`config.mk`:
```
export PLATFORM = sky130hd
export DESIGN_NAME = moving_obstacle_lateral_flag_unit
export DESIGN_NICKNAME = d
export VERILOG_FILES = /design/src/hdl/molf_pkg.sv /design/src/hdl/moving_obstacle_lateral_flag_unit.sv
export SDC_FILE = /design/constraint.sdc
export NUM_CORES = 1
export LEC_CHECK = 0
export ABC_CLOCK_PERIOD_IN_PS = 23900
export BUFFER_PORTS_ARGS = -buffer_cell sky130_fd_sc_hd__clkbuf_2
export CAP_MARGIN = 40
export CORE_UTILIZATION = 55
export CTS_CLUSTER_DIAMETER = 200
export DETAILED_ROUTE_END_ITERATION = 10
export PLACE_DENSITY = 0.73
export SYNTH_ARGS = -nofsm -noshare
export SYNTH_HDL_FRONTEND = slang
export SYNTH_SLANG_ARGS = --single-unit
```
`constraint.sdc`:
```
create_clock -name clk -period 23.9 [get_ports clk]
set_input_delay 3.585 -clock clk [delete_from_list [all_inputs] [get_ports clk]]
set_output_delay 3.585 -clock clk [all_outputs]
set_load 0.01 [all_outputs]
```
`src/hdl/molf_pkg.sv`:
```
// Package for the moving-obstacle lateral flag unit: widths, bus layout and
// configuration register indexes. Depends on nothing.
`default_nettype none

package molf_pkg;

    // Coordinate and counter widths.
    localparam int COORD_BITS = 16;
    localparam int COUNT_BITS = 8;
    localparam logic [COUNT_BITS-1:0] COUNT_MAX = '1;

    // Stream bus layout.
    localparam int S_TDATA_BITS = 4 * COORD_BITS;
    localparam int M_TDATA_BITS = 8;

    // Configuration port layout.
    localparam int CFG_INDEX_BITS = 3;
    localparam int CFG_DATA_BITS  = 16;
    localparam int LIMIT_BITS     = 16;
    localparam int SETTING_BITS   = 8;

    // Configuration register indexes.
    typedef enum logic [CFG_INDEX_BITS-1:0] {
        CFG_MIN_Y_SPAN         = 3'd0,
        CFG_MAX_Y_SPAN         = 3'd1,
        CFG_MAX_X_WIDTH        = 3'd2,
        CFG_MIN_X_DISTANCE     = 3'd3,
        CFG_SAMPLES_PER_DELTA  = 3'd4,
        CFG_DELTAS_PER_VERDICT = 3'd5,
        CFG_MIN_DELTA          = 3'd6,
        CFG_MAX_DELTA          = 3'd7
    } cfg_index_t;

endpackage

`default_nettype wire

```
`src/hdl/moving_obstacle_lateral_flag_unit.sv`:
```
// Top level of the moving-obstacle lateral flag unit.
// Depends on molf_pkg for widths and configuration register indexes.
//
// Usage: segments of a lidar obstacle message enter on the s_axis channel,
// one per transaction, with tlast on the last segment of the message. Each
// message end yields one result transaction on m_axis carrying moving_flag;
// other segments yield no result. The user must write limits and counts on
// the cfg channel (always ready) only while the block is idle; the block
// itself does not enforce this. A segment accepted into the input register is
// evaluated into the result register as it moves on, and its result stays
// valid there until taken. Throughput: one segment per cycle while no stall
// holds the input register. The evaluation path (abs differences, limit
// compares and counter updates) is combinational between the two registers.
// Stall: when the result register is full and not taken, a message-end segment
// waits in the input register and s_axis_tready drops; segments without tlast
// still pass through. Reset clears the kept y values, both counts and both
// valid flags, sets all_in_band and loads the configuration reset values.
`default_nettype none

module moving_obstacle_lateral_flag_unit (
    input  wire logic                                  clk,
    input  wire logic                                  rst_n,
    // Segment input stream.
    input  wire logic                                  s_axis_tvalid,
    output logic                                       s_axis_tready,
    // tdata from bit 0: first_x, first_y, last_x, last_y (signed Q8.8).
    input  wire logic [molf_pkg::S_TDATA_BITS-1:0]     s_axis_tdata,
    input  wire logic                                  s_axis_tlast,
    // Result stream.
    output logic                                       m_axis_tvalid,
    input  wire logic                                  m_axis_tready,
    // tdata from bit 0: moving_flag, then zero padding.
    output logic [molf_pkg::M_TDATA_BITS-1:0]          m_axis_tdata,
    // Configuration write channel.
    input  wire logic                                  cfg_valid,
    output logic                                       cfg_ready,
    input  wire logic [molf_pkg::CFG_INDEX_BITS-1:0]   cfg_index,
    input  wire logic [molf_pkg::CFG_DATA_BITS-1:0]    cfg_data
);

    localparam int CB = molf_pkg::COORD_BITS;
    localparam int NB = molf_pkg::COUNT_BITS;
    localparam int LB = molf_pkg::LIMIT_BITS;
    localparam int SB = molf_pkg::SETTING_BITS;

    // Absolute difference of two signed coordinates, one bit wider.
    function automatic logic [CB:0] abs_diff(input logic [CB-1:0] a, input logic [CB-1:0] b);
        logic signed [CB:0] d;
        begin
            d = $signed({a[CB-1], a}) - $signed({b[CB-1], b});
            abs_diff = d[CB] ? (-d) : d;
        end
    endfunction

    // Magnitude of a signed coordinate, one bit wider.
    function automatic logic [CB:0] magnitude(input logic [CB-1:0] a);
        logic signed [CB:0] e;
        begin
            e = $signed({a[CB-1], a});
            magnitude = e[CB] ? (-e) : e;
        end
    endfunction

    // Configuration registers.
    logic [LB-1:0] min_y_span_reg;
    logic [LB-1:0] max_y_span_reg;
    logic [LB-1:0] max_x_width_reg;
    logic [LB-1:0] min_x_distance_reg;
    logic [SB-1:0] samples_per_delta_reg;
    logic [SB-1:0] deltas_per_verdict_reg;
    logic [LB-1:0] min_delta_reg;
    logic [LB-1:0] max_delta_reg;

    // Input register.
    logic                                  in_vld_reg;
    logic [molf_pkg::S_TDATA_BITS-1:0]     in_data_reg;
    logic                                  in_last_reg;

    // Tracking state.
    logic [CB-1:0] first_kept_y_reg;
    logic [CB-1:0] latest_kept_y_reg;
    logic [NB-1:0] kept_count_reg;
    logic [NB-1:0] delta_count_reg;
    logic          all_in_band_reg;

    logic [CB-1:0] first_kept_y_next;
    logic [CB-1:0] latest_kept_y_next;
    logic [NB-1:0] kept_count_next;
    logic [NB-1:0] delta_count_next;
    logic          all_in_band_next;
    logic          flag_next;

    // Result register.
    logic out_vld_reg;
    logic flag_reg;

    logic advance;
    logic in_take;

    // The item in the input register moves on unless it needs the result slot while that is full and not taken.
    assign advance       = in_vld_reg && (!in_last_reg || !out_vld_reg || m_axis_tready);
    assign s_axis_tready = !in_vld_reg || advance;
    assign in_take       = s_axis_tvalid && s_axis_tready;
    assign cfg_ready     = 1'b1;

    assign m_axis_tvalid = out_vld_reg;
    assign m_axis_tdata  = {{(molf_pkg::M_TDATA_BITS-1){1'b0}}, flag_reg};

    // Configuration write transactions.
    always_ff @(posedge clk or negedge rst_n)
    begin
        if (!rst_n)
        begin
            min_y_span_reg         <= '0;
            max_y_span_reg         <= '1;
            max_x_width_reg        <= '1;
            min_x_distance_reg     <= '0;
            samples_per_delta_reg  <= SB'(2);
            deltas_per_verdict_reg <= SB'(4);
            min_delta_reg          <= '0;
            max_delta_reg          <= '1;
        end
        else if (cfg_valid && cfg_ready)
        begin
            case (molf_pkg::cfg_index_t'(cfg_index))
                molf_pkg::CFG_MIN_Y_SPAN:         min_y_span_reg <= cfg_data[LB-1:0];
                molf_pkg::CFG_MAX_Y_SPAN:         max_y_span_reg <= cfg_data[LB-1:0];
                molf_pkg::CFG_MAX_X_WIDTH:        max_x_width_reg <= cfg_data[LB-1:0];
                molf_pkg::CFG_MIN_X_DISTANCE:     min_x_distance_reg <= cfg_data[LB-1:0];
                molf_pkg::CFG_SAMPLES_PER_DELTA:  samples_per_delta_reg <= cfg_data[SB-1:0];
                molf_pkg::CFG_DELTAS_PER_VERDICT: deltas_per_verdict_reg <= cfg_data[SB-1:0];
                molf_pkg::CFG_MIN_DELTA:          min_delta_reg <= cfg_data[LB-1:0];
                molf_pkg::CFG_MAX_DELTA:          max_delta_reg <= cfg_data[LB-1:0];
                default:                          ;
            endcase
        end
    end

    // Input register valid flag.
    always_ff @(posedge clk or negedge rst_n)
    begin
        if (!rst_n)
        begin
            in_vld_reg <= 1'b0;
        end
        else if (s_axis_tready)
        begin
            in_vld_reg <= s_axis_tvalid;
        end
    end

    // Input register payload.
    always_ff @(posedge clk)
    begin
        if (in_take)
        begin
            in_data_reg <= s_axis_tdata;
            in_last_reg <= s_axis_tlast;
        end
    end

    // Segment filter, kept-set update, delta and verdict for the registered item.
    always_comb
    begin
        logic [CB-1:0] fx;
        logic [CB-1:0] fy;
        logic [CB-1:0] lx;
        logic [CB-1:0] ly;
        logic [CB:0]   y_span;
        logic [CB:0]   x_width;
        logic [CB:0]   delta;
        logic          keep;
        logic          form_delta;
        logic          verdict;
        logic [CB-1:0] first_k;
        logic [CB-1:0] latest_k;
        logic [NB-1:0] kept_k;

        fx = in_data_reg[0*CB +: CB];
        fy = in_data_reg[1*CB +: CB];
        lx = in_data_reg[2*CB +: CB];
        ly = in_data_reg[3*CB +: CB];

        y_span  = abs_diff(fy, ly);
        x_width = abs_diff(fx, lx);
        keep    = (y_span > {1'b0, min_y_span_reg}) && (y_span < {1'b0, max_y_span_reg})
                  && (x_width < {1'b0, max_x_width_reg})
                  && (magnitude(fx) > {1'b0, min_x_distance_reg})
                  && (magnitude(lx) > {1'b0, min_x_distance_reg});

        // Remember the first and latest kept y; the count saturates.
        first_k  = (keep && (kept_count_reg == '0)) ? fy : first_kept_y_reg;
        latest_k = keep ? fy : latest_kept_y_reg;
        kept_k   = (keep && (kept_count_reg != molf_pkg::COUNT_MAX))
                   ? kept_count_reg + NB'(1) : kept_count_reg;

        first_kept_y_next  = first_k;
        latest_kept_y_next = latest_k;
        kept_count_next    = kept_k;
        delta_count_next   = delta_count_reg;
        all_in_band_next   = all_in_band_reg;
        flag_next          = 1'b0;

        delta      = abs_diff(first_k, latest_k);
        form_delta = in_last_reg && (kept_k >= NB'(samples_per_delta_reg));

        // At message end, enough kept segments form one delta and clear the set.
        if (form_delta)
        begin
            if (!((delta > {1'b0, min_delta_reg}) && (delta < {1'b0, max_delta_reg})))
            begin
                all_in_band_next = 1'b0;
            end
            if (delta_count_reg != molf_pkg::COUNT_MAX)
            begin
                delta_count_next = delta_count_reg + NB'(1);
            end
            kept_count_next    = '0;
            first_kept_y_next  = '0;
            latest_kept_y_next = '0;
        end

        // Enough deltas give a verdict and restart the tally.
        verdict = in_last_reg && (delta_count_next >= NB'(deltas_per_verdict_reg));
        if (verdict)
        begin
            flag_next        = all_in_band_next && (delta_count_next != '0);
            delta_count_next = '0;
            all_in_band_next = 1'b1;
        end
    end

    // Tracking state update as each item is evaluated.
    always_ff @(posedge clk or negedge rst_n)
    begin
        if (!rst_n)
        begin
            first_kept_y_reg  <= '0;
            latest_kept_y_reg <= '0;
            kept_count_reg    <= '0;
            delta_count_reg   <= '0;
            all_in_band_reg   <= 1'b1;
        end
        else if (advance)
        begin
            first_kept_y_reg  <= first_kept_y_next;
            latest_kept_y_reg <= latest_kept_y_next;
            kept_count_reg    <= kept_count_next;
            delta_count_reg   <= delta_count_next;
            all_in_band_reg   <= all_in_band_next;
        end
    end

    // Result register valid flag: loaded by a message end, cleared when taken.
    always_ff @(posedge clk or negedge rst_n)
    begin
        if (!rst_n)
        begin
            out_vld_reg <= 1'b0;
        end
        else if (advance && in_last_reg)
        begin
            out_vld_reg <= 1'b1;
        end
        else if (m_axis_tready)
        begin
            out_vld_reg <= 1'b0;
        end
    end

    // Result register payload.
    always_ff @(posedge clk)
    begin
        if (advance && in_last_reg)
        begin
            flag_reg <= flag_next;
        end
    end

endmodule

`default_nettype wire

```
==> out/results.ini <==
[sta]
timing.final.crit_share_pct = 47.70
setup_viol = 0
tns_ps = 0
maxSlewHeadroom_pct = 34.40
tightest_slew_ps = 975.0
fmax_ghz = 0.08771
fin_skew_ps = 16.92
whs_ps = 502.5
min_period_ps = 11400
final-hold-violation-count = 0
slew_violations = 0
rsz0062_at_grt = no

[drt]
wl_um = 44260
drc = 0
drt_first_iter_violations = 943
firstDrtPassIters = 5
num_vias = 13790
wl_per_cell_um = 19.41
via_per_inst = 6.049
postRouteAntennaNets = 0

[global_routing]
grt_pass1_wl_um = 70590
antenna_found_initial = 0
grt_overflow = 0
grt_use_total_pct = 28.72
grt_pass1_vias = 13210
grt_max_degree = 94

[die]
dieArea_mm2 = 0.03130
die_w_um = 176.9
core_mm2 = 0.02987
fp.dieH_um = 176.9
start_util_pct = 56.33
num_rows = 63
io_pins = 100

[cells_and_area]
diodes = 0
drive_gt1_share_pct = 16.24
final_common_cell = ha_1
num-nets-final = 2143
fin_area_mm2 = 0.01865
final_cell_mix = ha_1 (181), nand2_1 (174), inv_1 (170), o21ai_0 (131), dfrtp_1 (112)
fin_util_pct = 62.44
final_cells = 2280
areaGrowthSynthToFinish_pct = 10.83
largest_reg_flops = 64

[cts]
path_clk_slew_ps = 60
cts_tree = done
cts_max_level = 1
clockBufferDepth = 3
cts_hold_repair.buffers = 0
cts_sinks = 229
clock_latency_ps = 560
numCtsBuffers = 27
post_cts_buffers = 0
cts_root_buf = clkbuf_16
cts_resized = 0

[place]
port-buffer-count = 91
placed_area_mm2 = 0.01770
place_hpwl_um = 32790
dp.cells = 2231
gp_congestion = 0.9335

[setup_path]
cp.arrival_ps = 11690
cp_max_fo = 32
reg2reg_depth = 40
path_common_cell = a21oi_1
critPathMaxStageDelay_ps = 740
cp-end-kind = flip-flop
required_ps = 24190
cp_slowest_cell = nor4b_2
worstSetupPathType = flip-flop to flip-flop
worstSetupStartpointType = flip-flop

[pwr]
leakagePower_nw = 8.268
vdd_drop_max_uv = 108.5
power_density_mw_per_mm2 = 127.5

[synthesis]
synth_edf_count = 66
yosys_warnings = 0
syn_area_mm2 = 0.01683
synth_flop_cell = dfrtp_1
synthCells = 1795
async_reset_ff_share_pct = 71.18
avgSynthCellArea_um2 = 9.376
ys_seq_area_share_pct = 36.39
synth.distinct_cells = 79
ys_ff_latch = 229

[run_status]
status = finished, final reports clean

[min_path]
hold_path.class = flip-flop to flip-flop
min_path_cells = 1

[job]
cap_viol_max_count = 0

metal layers:
layer	global-route usage (%)	wire length, um	vias to the layer above
li1	-	-	6618
met1	39.42	19350	6582
met2	45.11	19900	491
met3	4.360	3020	100
met4	12.10	1990	0
met5	0	0	-
per-stage QoR:
| stage | setup WS [ps] | power [mW] |
|---|---|---|
| 6_report | 12500 | 2.379 |
| 5_1_grt | 11490 | 2.589 |
| 4_1_cts | 12720 | 2.368 |
| 3_5_place_dp | 12750 | 1.912 |
| 3_3_place_gp | 13190 | 1.885 |
| 2_1_floorplan | 14250 | 1.565 |
kinds of logic after synthesis:
| logic type | synth area share (%) |
|---|---|
| AND/OR/NAND/NOR | 14.65 |
| AO/OA/AOI/OAI | 17.34 |
| buffers and inverters | 5.710 |
| flip-flops | 36.39 |
| adder cells (fa/ha/maj) | 13.81 |
| XOR/XNOR | 5.516 |
| multiplexers | 6.535 |
| other | 0.04462 |
worst paths after layout:
check / start / endpoint / slack (ps)
min in group asynchronous: rst_n / first_kept_y_reg[8] / 3090
hold reg to reg: min_x_distance_reg[3] / min_x_distance_reg[3] / 500
hold / removal: min_x_distance_reg[3] / min_x_distance_reg[3] / 500
max in group asynchronous: rst_n / max_x_width_reg[4] / 19570
setup reg to reg: in_data_reg[16] / flag_reg / 12500
setup / recovery: in_data_reg[16] / flag_reg / 12500
power breakdown:
group	total, mW	leakage, nW	switching (mW)	internal [mW]
clock	0.445	0.471	0.170	0.275
combinational	1.39	5.35	0.801	0.593
sequential	0.539	2.45	0.0496	0.490
total	2.38	8.27	1.02	1.36
worst max-delay path: cells and delay by family (launching register included):
| kind | cells | cell delay, ps |
|---|---|---|
| AO/OA/AOI/OAI | 18 | 4170 |
| AND/OR/NAND/NOR | 11 | 3260 |
| adder cells (fa/ha/maj) | 5 | 1760 |
| XOR/XNOR | 3 | 650 |
| buffers and inverters | 2 | 450 |
| multiplexers | 1 | 420 |
| flip-flops | 1 | 390 |
Yosys cell counts, types with 30 or more instances:
cell      number  share of area [%]
nand3_1       43                1.3
edfxtp_1      66                 12
nor2_1        70                1.6
clkbuf_1      52                1.2
nand4_1       38                1.4
and3_1        30                1.1
nand2_1      174                3.9
mux2_2        79                5.3
a21o_1        37                1.7
inv_1        170                3.8
ha_1         181                 13
a21oi_1       76                2.3
o21ai_0      131                3.9
xnor2_1       83                4.3
dfrtp_1      112                 17
dfstp_2       51                8.0
layout make-up:
class                      count  area (um^2)
timing repair buffer         111        659.4
multi-input combinational   1331         9792
clock buffer                  35        755.7
fill                        2452        11220
inverter                     170        638.1
tap                          390        488.0
clock inverter                14        195.2
sequential                   229         6125
(Power assumes the default switching activity.)
